===== config.mk =====
export PLATFORM = sky130hd
export DESIGN_NAME = mlp_sigmoid_inference
export DESIGN_NICKNAME = d
export VERILOG_FILES = /design/src/sv/mlps_pkg.sv /design/src/sv/mlps_store.sv /design/src/sv/mlps_mac.sv /design/src/sv/mlps_sigmoid.sv /design/src/sv/mlp_sigmoid_inference.sv
export SDC_FILE = /design/constraint.sdc
export NUM_CORES = 2
export LEC_CHECK = 0
export BUFFER_PORTS_ARGS = -buffer_cell sky130_fd_sc_hd__buf_2
export CAP_MARGIN = 5
export CELL_PAD_IN_SITES_DETAIL_PLACEMENT = 0
export CELL_PAD_IN_SITES_GLOBAL_PLACEMENT = 2
export CORE_ASPECT_RATIO = 1.5
export CORE_UTILIZATION = 42
export DETAILED_ROUTE_END_ITERATION = 10
export PLACE_DENSITY_LB_ADDON = 0.1
export SYNTH_ARGS = -nofsm -noshare
export SYNTH_HDL_FRONTEND = slang
export SYNTH_SLANG_ARGS = --single-unit

===== constraint.sdc =====
create_clock -name clk -period 8.5 [get_ports clk]
set_clock_uncertainty 0.05 [all_clocks]
set_input_delay 0.425 -clock clk [delete_from_list [all_inputs] [get_ports clk]]
set_output_delay 0.425 -clock clk [all_outputs]
set_load 0.01 [all_outputs]

===== src/sv/mlps_pkg.sv =====
package mlps_pkg;

  localparam int ADDR_W      = 5;
  localparam int STORE_DEPTH = 32;
  localparam int WEIGHT_W    = 16;
  localparam int ACT_W       = 13;
  localparam int ACT_FRAC    = 12;
  localparam int ACT_ONE     = 4096;
  localparam int MUL_W       = 14;
  localparam int PROD_W      = WEIGHT_W + MUL_W;
  localparam int IN_BITS_W   = 3;
  localparam int TABLE_LAST  = 32;

  localparam logic CMD_WRITE = 1'b0;
  localparam logic CMD_EVAL  = 1'b1;

  // round(4096 * s(k/16)) for k = 0..32, s(x) = 1/(1+exp(-5x)).
  localparam logic [ACT_W-1:0] SIG_TABLE [0:TABLE_LAST] = '{
    13'd2048, 13'd2365, 13'd2668, 13'd2943, 13'd3184, 13'd3386, 13'd3551,
    13'd3683, 13'd3785, 13'd3864, 13'd3924, 13'd3968, 13'd4002, 13'd4027,
    13'd4045, 13'd4059, 13'd4069, 13'd4076, 13'd4081, 13'd4085, 13'd4088,
    13'd4090, 13'd4092, 13'd4093, 13'd4094, 13'd4094, 13'd4095, 13'd4095,
    13'd4095, 13'd4096, 13'd4096, 13'd4096, 13'd4096
  };

  typedef struct packed {
    logic                       cmd;
    logic [ADDR_W-1:0]          weight_addr;
    logic signed [WEIGHT_W-1:0] weight_value;
    logic [IN_BITS_W-1:0]       input_bits;
  } in_word_t;

  typedef struct packed {
    logic [ACT_W-1:0] out_first;
    logic [ACT_W-1:0] out_second;
  } out_word_t;

  typedef struct packed {
    logic vld;
    logic first;
    logic last;
  } mac_ctl_t;

endpackage


===== src/sv/mlps_store.sv =====
module mlps_store (
  input  logic                                 clk,
  input  logic                                 rst,
  input  logic                                 wr_en,
  input  logic [mlps_pkg::ADDR_W-1:0]          wr_addr,
  input  logic signed [mlps_pkg::WEIGHT_W-1:0] wr_data,
  input  logic [mlps_pkg::ADDR_W-1:0]          rd_addr,
  output logic signed [mlps_pkg::WEIGHT_W-1:0] rd_data
);
  import mlps_pkg::*;

  logic signed [WEIGHT_W-1:0] mem [STORE_DEPTH];
  logic [STORE_DEPTH-1:0]     written;

  // An entry never written since reset reads as zero.
  always_ff @(posedge clk) begin
    if (rst) begin
      written <= '0;
    end else if (wr_en) begin
      written[wr_addr] <= 1'b1;
    end
  end

  always_ff @(posedge clk) begin
    if (wr_en) begin
      mem[wr_addr] <= wr_data;
    end
  end

  always_ff @(posedge clk) begin
    rd_data <= written[rd_addr] ? mem[rd_addr] : '0;
  end

endmodule


===== src/sv/mlps_mac.sv =====
module mlps_mac #(
  parameter int ACC_W = 33
) (
  input  logic                                 clk,
  input  logic                                 rst,
  input  mlps_pkg::mac_ctl_t                   ctl,
  input  logic signed [mlps_pkg::MUL_W-1:0]    mul,
  input  logic signed [mlps_pkg::WEIGHT_W-1:0] weight,
  output logic signed [ACC_W-1:0]              acc,
  output logic                                 done
);
  import mlps_pkg::*;

  mac_ctl_t                 r_ctl;
  logic signed [MUL_W-1:0]  r_mul;
  mac_ctl_t                 p_ctl;
  logic signed [PROD_W-1:0] prod;

  // The weight arrives in the cycle after its address, so the control and
  // multiplier are delayed to line up with it.
  always_ff @(posedge clk) begin
    if (rst) begin
      r_ctl <= '0;
      p_ctl <= '0;
      done  <= 1'b0;
    end else begin
      r_ctl <= ctl;
      p_ctl <= r_ctl;
      done  <= p_ctl.vld && p_ctl.last;
    end
  end

  always_ff @(posedge clk) begin
    r_mul <= mul;
    prod  <= weight * r_mul;
    if (p_ctl.vld) begin
      acc <= p_ctl.first ? ACC_W'(prod) : acc + ACC_W'(prod);
    end
  end

endmodule


===== src/sv/mlps_sigmoid.sv =====
module mlps_sigmoid #(
  parameter int ACC_W     = 33,
  parameter int FRAC_BITS = 12
) (
  input  logic                              clk,
  input  logic                              rst,
  input  logic                              net_vld,
  input  logic                              rnd,
  input  logic signed [ACC_W-1:0]           acc,
  output logic                              y_vld,
  output logic [mlps_pkg::ACT_W-1:0]        y
);
  import mlps_pkg::*;

  localparam int A_W     = FRAC_BITS + 4;
  localparam int STEP_SH = FRAC_BITS - 4;
  localparam int HALF    = 1 << (STEP_SH - 1);
  localparam int IW      = ACT_W + STEP_SH + 1;
  localparam int SAT_LIM = 8 << FRAC_BITS;
  localparam int ROUND_HALF = 1 << (ACT_FRAC - 1);
  localparam logic signed [ACC_W-1:0] POS_LIM = ACC_W'(SAT_LIM);
  localparam logic signed [ACC_W-1:0] NEG_LIM = -POS_LIM;

  logic signed [ACC_W-1:0] rounded;
  logic signed [ACC_W-1:0] net;
  logic signed [ACC_W-1:0] sat;
  logic signed [ACC_W-1:0] mag;
  logic                    a_vld;
  logic                    a_neg;
  logic [A_W-1:0]          a_mag;

  logic [4:0]              idx;
  logic [5:0]              nxt_idx;
  logic [STEP_SH-1:0]      frac;
  logic [ACT_W-1:0]        base;
  logic [ACT_W-1:0]        diff;
  logic [IW-1:0]           interp;
  logic [ACT_W-1:0]        pos_y;
  logic [ACT_W-1:0]        y_next;

  // Output-layer sums carry 12 extra fraction bits from the activations and
  // are rounded back to the weight format before saturation.
  always_comb begin
    rounded = (acc + ACC_W'(ROUND_HALF)) >>> ACT_FRAC;
    net     = rnd ? rounded : acc;
    if (net > POS_LIM) begin
      sat = POS_LIM;
    end else if (net < NEG_LIM) begin
      sat = NEG_LIM;
    end else begin
      sat = net;
    end
    mag = sat[ACC_W-1] ? -sat : sat;
  end

  always_ff @(posedge clk) begin
    if (rst) begin
      a_vld <= 1'b0;
      y_vld <= 1'b0;
    end else begin
      a_vld <= net_vld;
      y_vld <= a_vld;
    end
  end

  always_ff @(posedge clk) begin
    a_neg <= sat[ACC_W-1];
    a_mag <= mag[A_W-1:0];
    y     <= y_next;
  end

  // Linear interpolation between table points spaced 1/16 apart.
  always_comb begin
    idx     = a_mag[STEP_SH +: 5];
    nxt_idx = {1'b0, idx} + 6'd1;
    frac    = a_mag[STEP_SH-1:0];
    base    = SIG_TABLE[idx];
    diff    = SIG_TABLE[nxt_idx] - base;
    interp  = (IW'(diff) * IW'(frac) + IW'(HALF)) >> STEP_SH;
    if ((a_mag >> STEP_SH) > A_W'(TABLE_LAST - 1)) begin
      pos_y = ACT_W'(ACT_ONE);
    end else begin
      pos_y = base + interp[ACT_W-1:0];
    end
    y_next = a_neg ? ACT_W'(ACT_ONE) - pos_y : pos_y;
  end

endmodule


===== src/sv/mlp_sigmoid_inference.sv =====
// Forward pass of a small two-layer perceptron with logistic units.
//
// Input channel (item_valid / item_ready / item): a word with cmd = write
// loads weight_value into the 32-word weight store at weight_addr and gives
// no result. A word with cmd = evaluate runs the network on input_bits and
// gives one result word (result_valid / result_ready / result) holding the
// two output activations in Q1.12.
//
// A write leaves item_ready high. An evaluation runs every weight through one
// shared multiply-accumulate unit, one weight per cycle, and each neuron then
// waits for the accumulator and the two-stage sigmoid to drain; item_ready is
// low while an evaluation runs.
//
// Reset clears the weight store to zero and empties the result register.
// The result word sits in its own register: while the receiver stalls, new
// writes and the next evaluation are still taken, and only the end of that
// evaluation waits for the register to free up.
module mlp_sigmoid_inference #(
  parameter int NUM_INPUTS = 3,
  parameter int NUM_HIDDEN = 5,
  parameter int FRAC_BITS  = 12
) (
  input  logic                clk,
  input  logic                rst,
  input  logic                item_valid,
  output logic                item_ready,
  input  mlps_pkg::in_word_t  item,
  output logic                result_valid,
  input  logic                result_ready,
  output mlps_pkg::out_word_t result
);
  import mlps_pkg::*;

  localparam int MAXT  = (NUM_INPUTS > NUM_HIDDEN) ? NUM_INPUTS : NUM_HIDDEN;
  localparam int TW    = $clog2(MAXT + 1);
  localparam int NW    = (NUM_HIDDEN > 1) ? $clog2(NUM_HIDDEN) : 1;
  localparam int ACC_W = PROD_W + $clog2(MAXT + 2);
  localparam logic [ADDR_W-1:0] HID_STRIDE = ADDR_W'(NUM_INPUTS + 1);
  localparam logic [ADDR_W-1:0] OUT_STRIDE = ADDR_W'(NUM_HIDDEN + 1);

  localparam logic [1:0] ST_IDLE  = 2'd0;
  localparam logic [1:0] ST_ISSUE = 2'd1;
  localparam logic [1:0] ST_WAIT  = 2'd2;
  localparam logic [1:0] ST_DONE  = 2'd3;

  logic [1:0]           state;
  logic                 layer;
  logic [NW-1:0]        n;
  logic [TW-1:0]        t;
  logic [TW-1:0]        last_t;
  logic [ADDR_W-1:0]    row;
  logic [ADDR_W-1:0]    rd_addr;
  logic [IN_BITS_W-1:0] bits;
  logic [ACT_W-1:0]     hid [NUM_HIDDEN];
  logic [ACT_W-1:0]     res_first;
  logic [ACT_W-1:0]     res_second;

  logic                       accept;
  logic                       wr_en;
  mac_ctl_t                   ctl;
  logic signed [MUL_W-1:0]    mul;
  logic signed [WEIGHT_W-1:0] weight;
  logic signed [ACC_W-1:0]    acc;
  logic                       acc_done;
  logic                       y_vld;
  logic [ACT_W-1:0]           y;
  logic                       slot_free;

  assign item_ready = (state == ST_IDLE);
  assign accept     = item_valid && item_ready;
  assign wr_en      = accept && (item.cmd == CMD_WRITE);
  assign slot_free  = !result_valid || result_ready;

  assign last_t  = layer ? TW'(NUM_HIDDEN) : TW'(NUM_INPUTS);
  assign rd_addr = ADDR_W'(row + ADDR_W'(t));

  // Hidden terms multiply by the input bit (inputs past the third read as
  // zero) and the threshold by -1; output terms multiply by the hidden
  // activation and the threshold by -1.0 in Q1.12.
  always_comb begin
    ctl.vld   = (state == ST_ISSUE);
    ctl.first = (t == '0);
    ctl.last  = (t == last_t);
    if (!layer) begin
      if (t == TW'(NUM_INPUTS)) begin
        mul = -MUL_W'(1);
      end else if ((32'(t) < 32'd3) && bits[2'(t)]) begin
        mul = MUL_W'(1);
      end else begin
        mul = '0;
      end
    end else begin
      if (t == TW'(NUM_HIDDEN)) begin
        mul = -MUL_W'(ACT_ONE);
      end else begin
        mul = MUL_W'({1'b0, hid[NW'(t)]});
      end
    end
  end

  always_ff @(posedge clk) begin
    if (rst) begin
      state        <= ST_IDLE;
      layer        <= 1'b0;
      n            <= '0;
      t            <= '0;
      row          <= '0;
      result_valid <= 1'b0;
    end else begin
      if ((state == ST_DONE) && slot_free) begin
        result_valid <= 1'b1;
      end else if (result_ready) begin
        result_valid <= 1'b0;
      end
      case (state)
        ST_IDLE: begin
          if (accept && (item.cmd == CMD_EVAL)) begin
            state <= ST_ISSUE;
            layer <= 1'b0;
            n     <= '0;
            t     <= '0;
            row   <= '0;
          end
        end
        ST_ISSUE: begin
          if (t == last_t) begin
            t     <= '0;
            state <= ST_WAIT;
          end else begin
            t <= t + TW'(1);
          end
        end
        ST_WAIT: begin
          if (y_vld) begin
            state <= ST_ISSUE;
            if (!layer) begin
              row <= row + HID_STRIDE;
              if (n == NW'(NUM_HIDDEN - 1)) begin
                layer <= 1'b1;
                n     <= '0;
              end else begin
                n <= n + NW'(1);
              end
            end else begin
              row <= row + OUT_STRIDE;
              if (n == '0) begin
                n <= NW'(1);
              end else begin
                state <= ST_DONE;
              end
            end
          end
        end
        ST_DONE: begin
          if (slot_free) begin
            state <= ST_IDLE;
          end
        end
        default: begin
          state <= ST_IDLE;
        end
      endcase
    end
  end

  always_ff @(posedge clk) begin
    if (accept) begin
      bits <= item.input_bits;
    end
    if ((state == ST_WAIT) && y_vld) begin
      if (!layer) begin
        hid[n] <= y;
      end else if (n == '0) begin
        res_first <= y;
      end else begin
        res_second <= y;
      end
    end
    if ((state == ST_DONE) && slot_free) begin
      result.out_first  <= res_first;
      result.out_second <= res_second;
    end
  end

  mlps_store u_store (
    .clk     (clk),
    .rst     (rst),
    .wr_en   (wr_en),
    .wr_addr (item.weight_addr),
    .wr_data (item.weight_value),
    .rd_addr (rd_addr),
    .rd_data (weight)
  );

  mlps_mac #(
    .ACC_W (ACC_W)
  ) u_mac (
    .clk    (clk),
    .rst    (rst),
    .ctl    (ctl),
    .mul    (mul),
    .weight (weight),
    .acc    (acc),
    .done   (acc_done)
  );

  mlps_sigmoid #(
    .ACC_W     (ACC_W),
    .FRAC_BITS (FRAC_BITS)
  ) u_sigmoid (
    .clk     (clk),
    .rst     (rst),
    .net_vld (acc_done),
    .rnd     (layer),
    .acc     (acc),
    .y_vld   (y_vld),
    .y       (y)
  );

endmodule


==> results.md <==
* WP depth at 41
* Post-synth net total at 3997
* WS Path Type: register to register
* Critical Path RT at 8980 ps
* Clock Power Share at 39.7%
* Worst setup path start: u_sigmoid.a_mag[8]
* Post-synthesis adder-cell area fraction at 17.8%
* Setup TNS Final at -927 ps
* Sequential group share of total power at 49.9%
* Async set-reset flop share out of synthesis at 0%
* Yosys cell types at 88
* Crit path to: u_sigmoid.y[12]
* Slowest cell on crit path: fa_1
* TritonCTS sink count at 813
* Largest net degree at the start of global routing at 105
* Lkg Pwr at 0.0200 µW
* Met1 Resource Use GR at 23.4%
* Worst Path Buf+Inv at 5
* Fillcell total at 9444
* CTS tree: yes
* IO Pins at 57
* Initial Utilization at 42.5%
* Maximum VDD drop at 0.187 mV
* CTS H-tree depth at 3
* DRC viols at 0
* Clk Latency, worst-skew pair at 680 ps
* Pwr/cell area at 165 nW/µm²
* Post-detail-place hpwl at 85000 µm
* R2R depth at 41
* Hold depth at 3
* ANT nets after route at 0
* Global route total overflow at 0
* Pre-Repair DR Iteration Count at 5
* Grt peak-use layer: met2
* Seq/Total Area, Yosys at 49.7%
* Final nets at 4225
* Synthesized-area fraction occupied by and/or/nand/nor cells at 10.1%
* Placed inst area at 49600 µm²
* Largest family of logic cells by synthesized area: adder cells
* P_sw at 2050 µW
* DR iter-0 viols at 1344
* I/O Buffers at 56
* Synth Register Bits at 813
* Synth Flop Type: edfxtp_1
* Total CTS buffers at 79
* Worst min path class: input port to register
* Die W at 273 µm
* Die height at 408 µm
* Synth Area in XOR/XNOR at 2.28%
* Worst-margin pin slew at 1220 ps
* Syn Area/Cell at 13.3 µm²
* Design Area, Final at 53200 µm²
* Worst path arrival time at 9250 ps
* Min Tclk post-route at 8770 ps
* Logic gate share of total power at 10.3%
* Commonest cells after routing, fill and taps aside: 665 x edfxtp_1, 309 x inv_1, 287 x nand2_1
* Yosys warnings at 0
* Met2 usage at 41.2%
* Vias in the first global route at 30600
* Final wirelength at 115000 µm
* Fin worst setup slack at -269 ps
* Outcome: complete, but fails checks
* Slew Viols, Final at 0
* DR vias/cell at 5.36
* Worst Setup End Kind: register
* CTS root buf: clkbuf_16
* Proportion of synthesized area in mux cells at 10.2%
* Share of layout cells above drive strength 1 at 21.4%
* R2r endpoint: u_sigmoid.y[12]
* Slew headroom at 18.6%
* Longest Clk Path Bufs at 3
* Internal Power at 6730 µW
* Vias at 27900
* Final hold violations at 0
* Die Area at 111000 µm²
* Clk slew on worst S/H paths at 70 ps
* Most common cell after layout, fill and taps aside: edfxtp_1
* Fmax at 114 MHz
* Highest net fanout along the worst path at 5
* Syn Std Cell Area at 46200 µm²
* Antenna violations before repair at 3
* MaxCap Viol Count at 0
* Final setup fails at 5
* Critical path's most frequent cell: fa_1
* Sw Ratio at 23.3%
* Violated checks: setup timing
* Gr usage total at 21.1%
* Core ar. at 109000 µm²
* First-pass GRT wire length at 179000 µm
* Synth Area in Compound Gates at 6.04%
* Flop-to-flop setup slack at -270 ps
* Top Family by Delay on Critical Path: adder cells
* GP Congestion at 0.837
* Layout area overhead at 15.2%
* Crit start category: register
* Post-synth EDFFs at 665
* Total power draw at 8780 µW
* Period utilization at 103%
* Syn Inst Count at 3482
* Rows at 148
* Met3 Use GR at 2.46%
* Slowest cell delay on critical path at 520 ps
* Routed len/inst at 22.2 µm
* Worst R2R Start: u_sigmoid.a_mag[8]
* RSZ-0062 raised after global routing: yes
* Final Util at 48.9%
==> cell type report <==
| type | count | area, µm² | area share, % |
|---|---|---|---|
| multi-input cells | 2203 | 22500 | 42.4 |
| repair buffers | 291 | 2140 | 4.03 |
| well taps | 1425 | 1780 | 3.35 |
| diodes | 3 | 7.51 | 0.0141 |
| clock inverters | 36 | 439 | 0.826 |
| clock buffers | 105 | 2100 | 3.96 |
| inverters | 322 | 1210 | 2.29 |
| flip-flops and latches | 813 | 22900 | 43.2 |
==> power groups by stage <==
stage                     registers (µW)  clock network [µW]  logic (µW)
after floorplan                     4440                   0         494
after global placement              4470                   0         780
after detailed placement            4470                   0         791
after CTS                           4390                3580         858
after global routing                4390                3720         996
final                               4390                3490         909
==> cell families (layout without fill, tap and decap cells) <==
family                     Yosys count  count (layout)
xor gates and xnor gates           120             120
and+or+nand+nor                    934             934
buffers and inverters              466             754
DFF                                813             813
muxes                              238             238
adders and majority gates          486             486
other                                0               3
AOI/OAI and AO/OA                  425             425
==> synthesized netlist by cell type, types with 37 or more instances <==
library cell  instances  area share [%]
fa_1                287              12
dfxtp_1             148             6.4
o21ai_0             116             1.3
ha_1                199             5.4
nand2b_1             45            0.61
nand2_1             293             2.4
edfxtp_1            665              43
and2_1              147             2.0
nand3_1              37            0.40
a21oi_1              91            0.99
xor2_1               46            0.87
mux4_2              183             8.9
xnor2_1              74             1.4
nor2_1              217             1.8
inv_1               320             2.6
clkbuf_1            112            0.91
mux2i_1              45            0.98
==> metal layers <==
metal / routed length [µm] / share of wire, % / up-vias
met1: 43800 / 38 / 14400
met2: 65400 / 57 / 389
met4: 3160 / 2.7 / 2
li1: - / - / 12900
met5: 13 / 0.011 / -
met3: 3070 / 2.7 / 172
==> worst register-to-register path, delay by kind of cell, from the launching register on <==
kind	cells	cell delay, ps
adders and majority gates	9	3430
AOI/OAI and AO/OA	14	2340
and+or+nand+nor	10	1640
buffers and inverters	5	450
DFF	1	360
muxes	1	170
xor gates and xnor gates	2	160
==> metrics by stage <==
stage	hold slack [ps]	std cells	setup WS [ps]
floorplan	345	3482	2.89
global placement	354	5026	-522
detailed placement	355	5026	-697
CTS	137	5188	-374
global route	164	5196	-678
finish	172	5198	-269
==> how the worst min path moves through the flow <==
| stage | startpoint | endpoint | slack (ps) |
|---|---|---|---|
| final | result_ready | result_valid | 170 |
| after global routing | result_ready | result_valid | 160 |
| after CTS | item[24] | layer | 140 |
| after detailed placement | res_first[6] | result[19] | 350 |
| after global placement | res_second[1] | result[1] | 350 |
| after floorplan | u_mac.p_ctl[0] | u_mac.done | 350 |
==> state kept, by name (all words and copies together), names as in the netlist, 14 cells and up, named ones only <==
signal / cells
u_store.written: 32
hid: 65
u_sigmoid.a_mag: 16
u_store.mem: 512
u_mac.r_mul: 14
u_store.rd_data: 16
u_mac.acc: 33
u_mac.prod: 30
result: 26
==> timing repair <==
item,4_1_cts,5_1_grt
endpoints found under the hold margin,3,0
resized for setup,79,84
endpoints found under the setup margin,9,10
setup buffers,19,8
cloned,0,0
hold buffers,3,0
pin swaps,64,59
No activity file was read; power rests on OpenSTA's default activity.
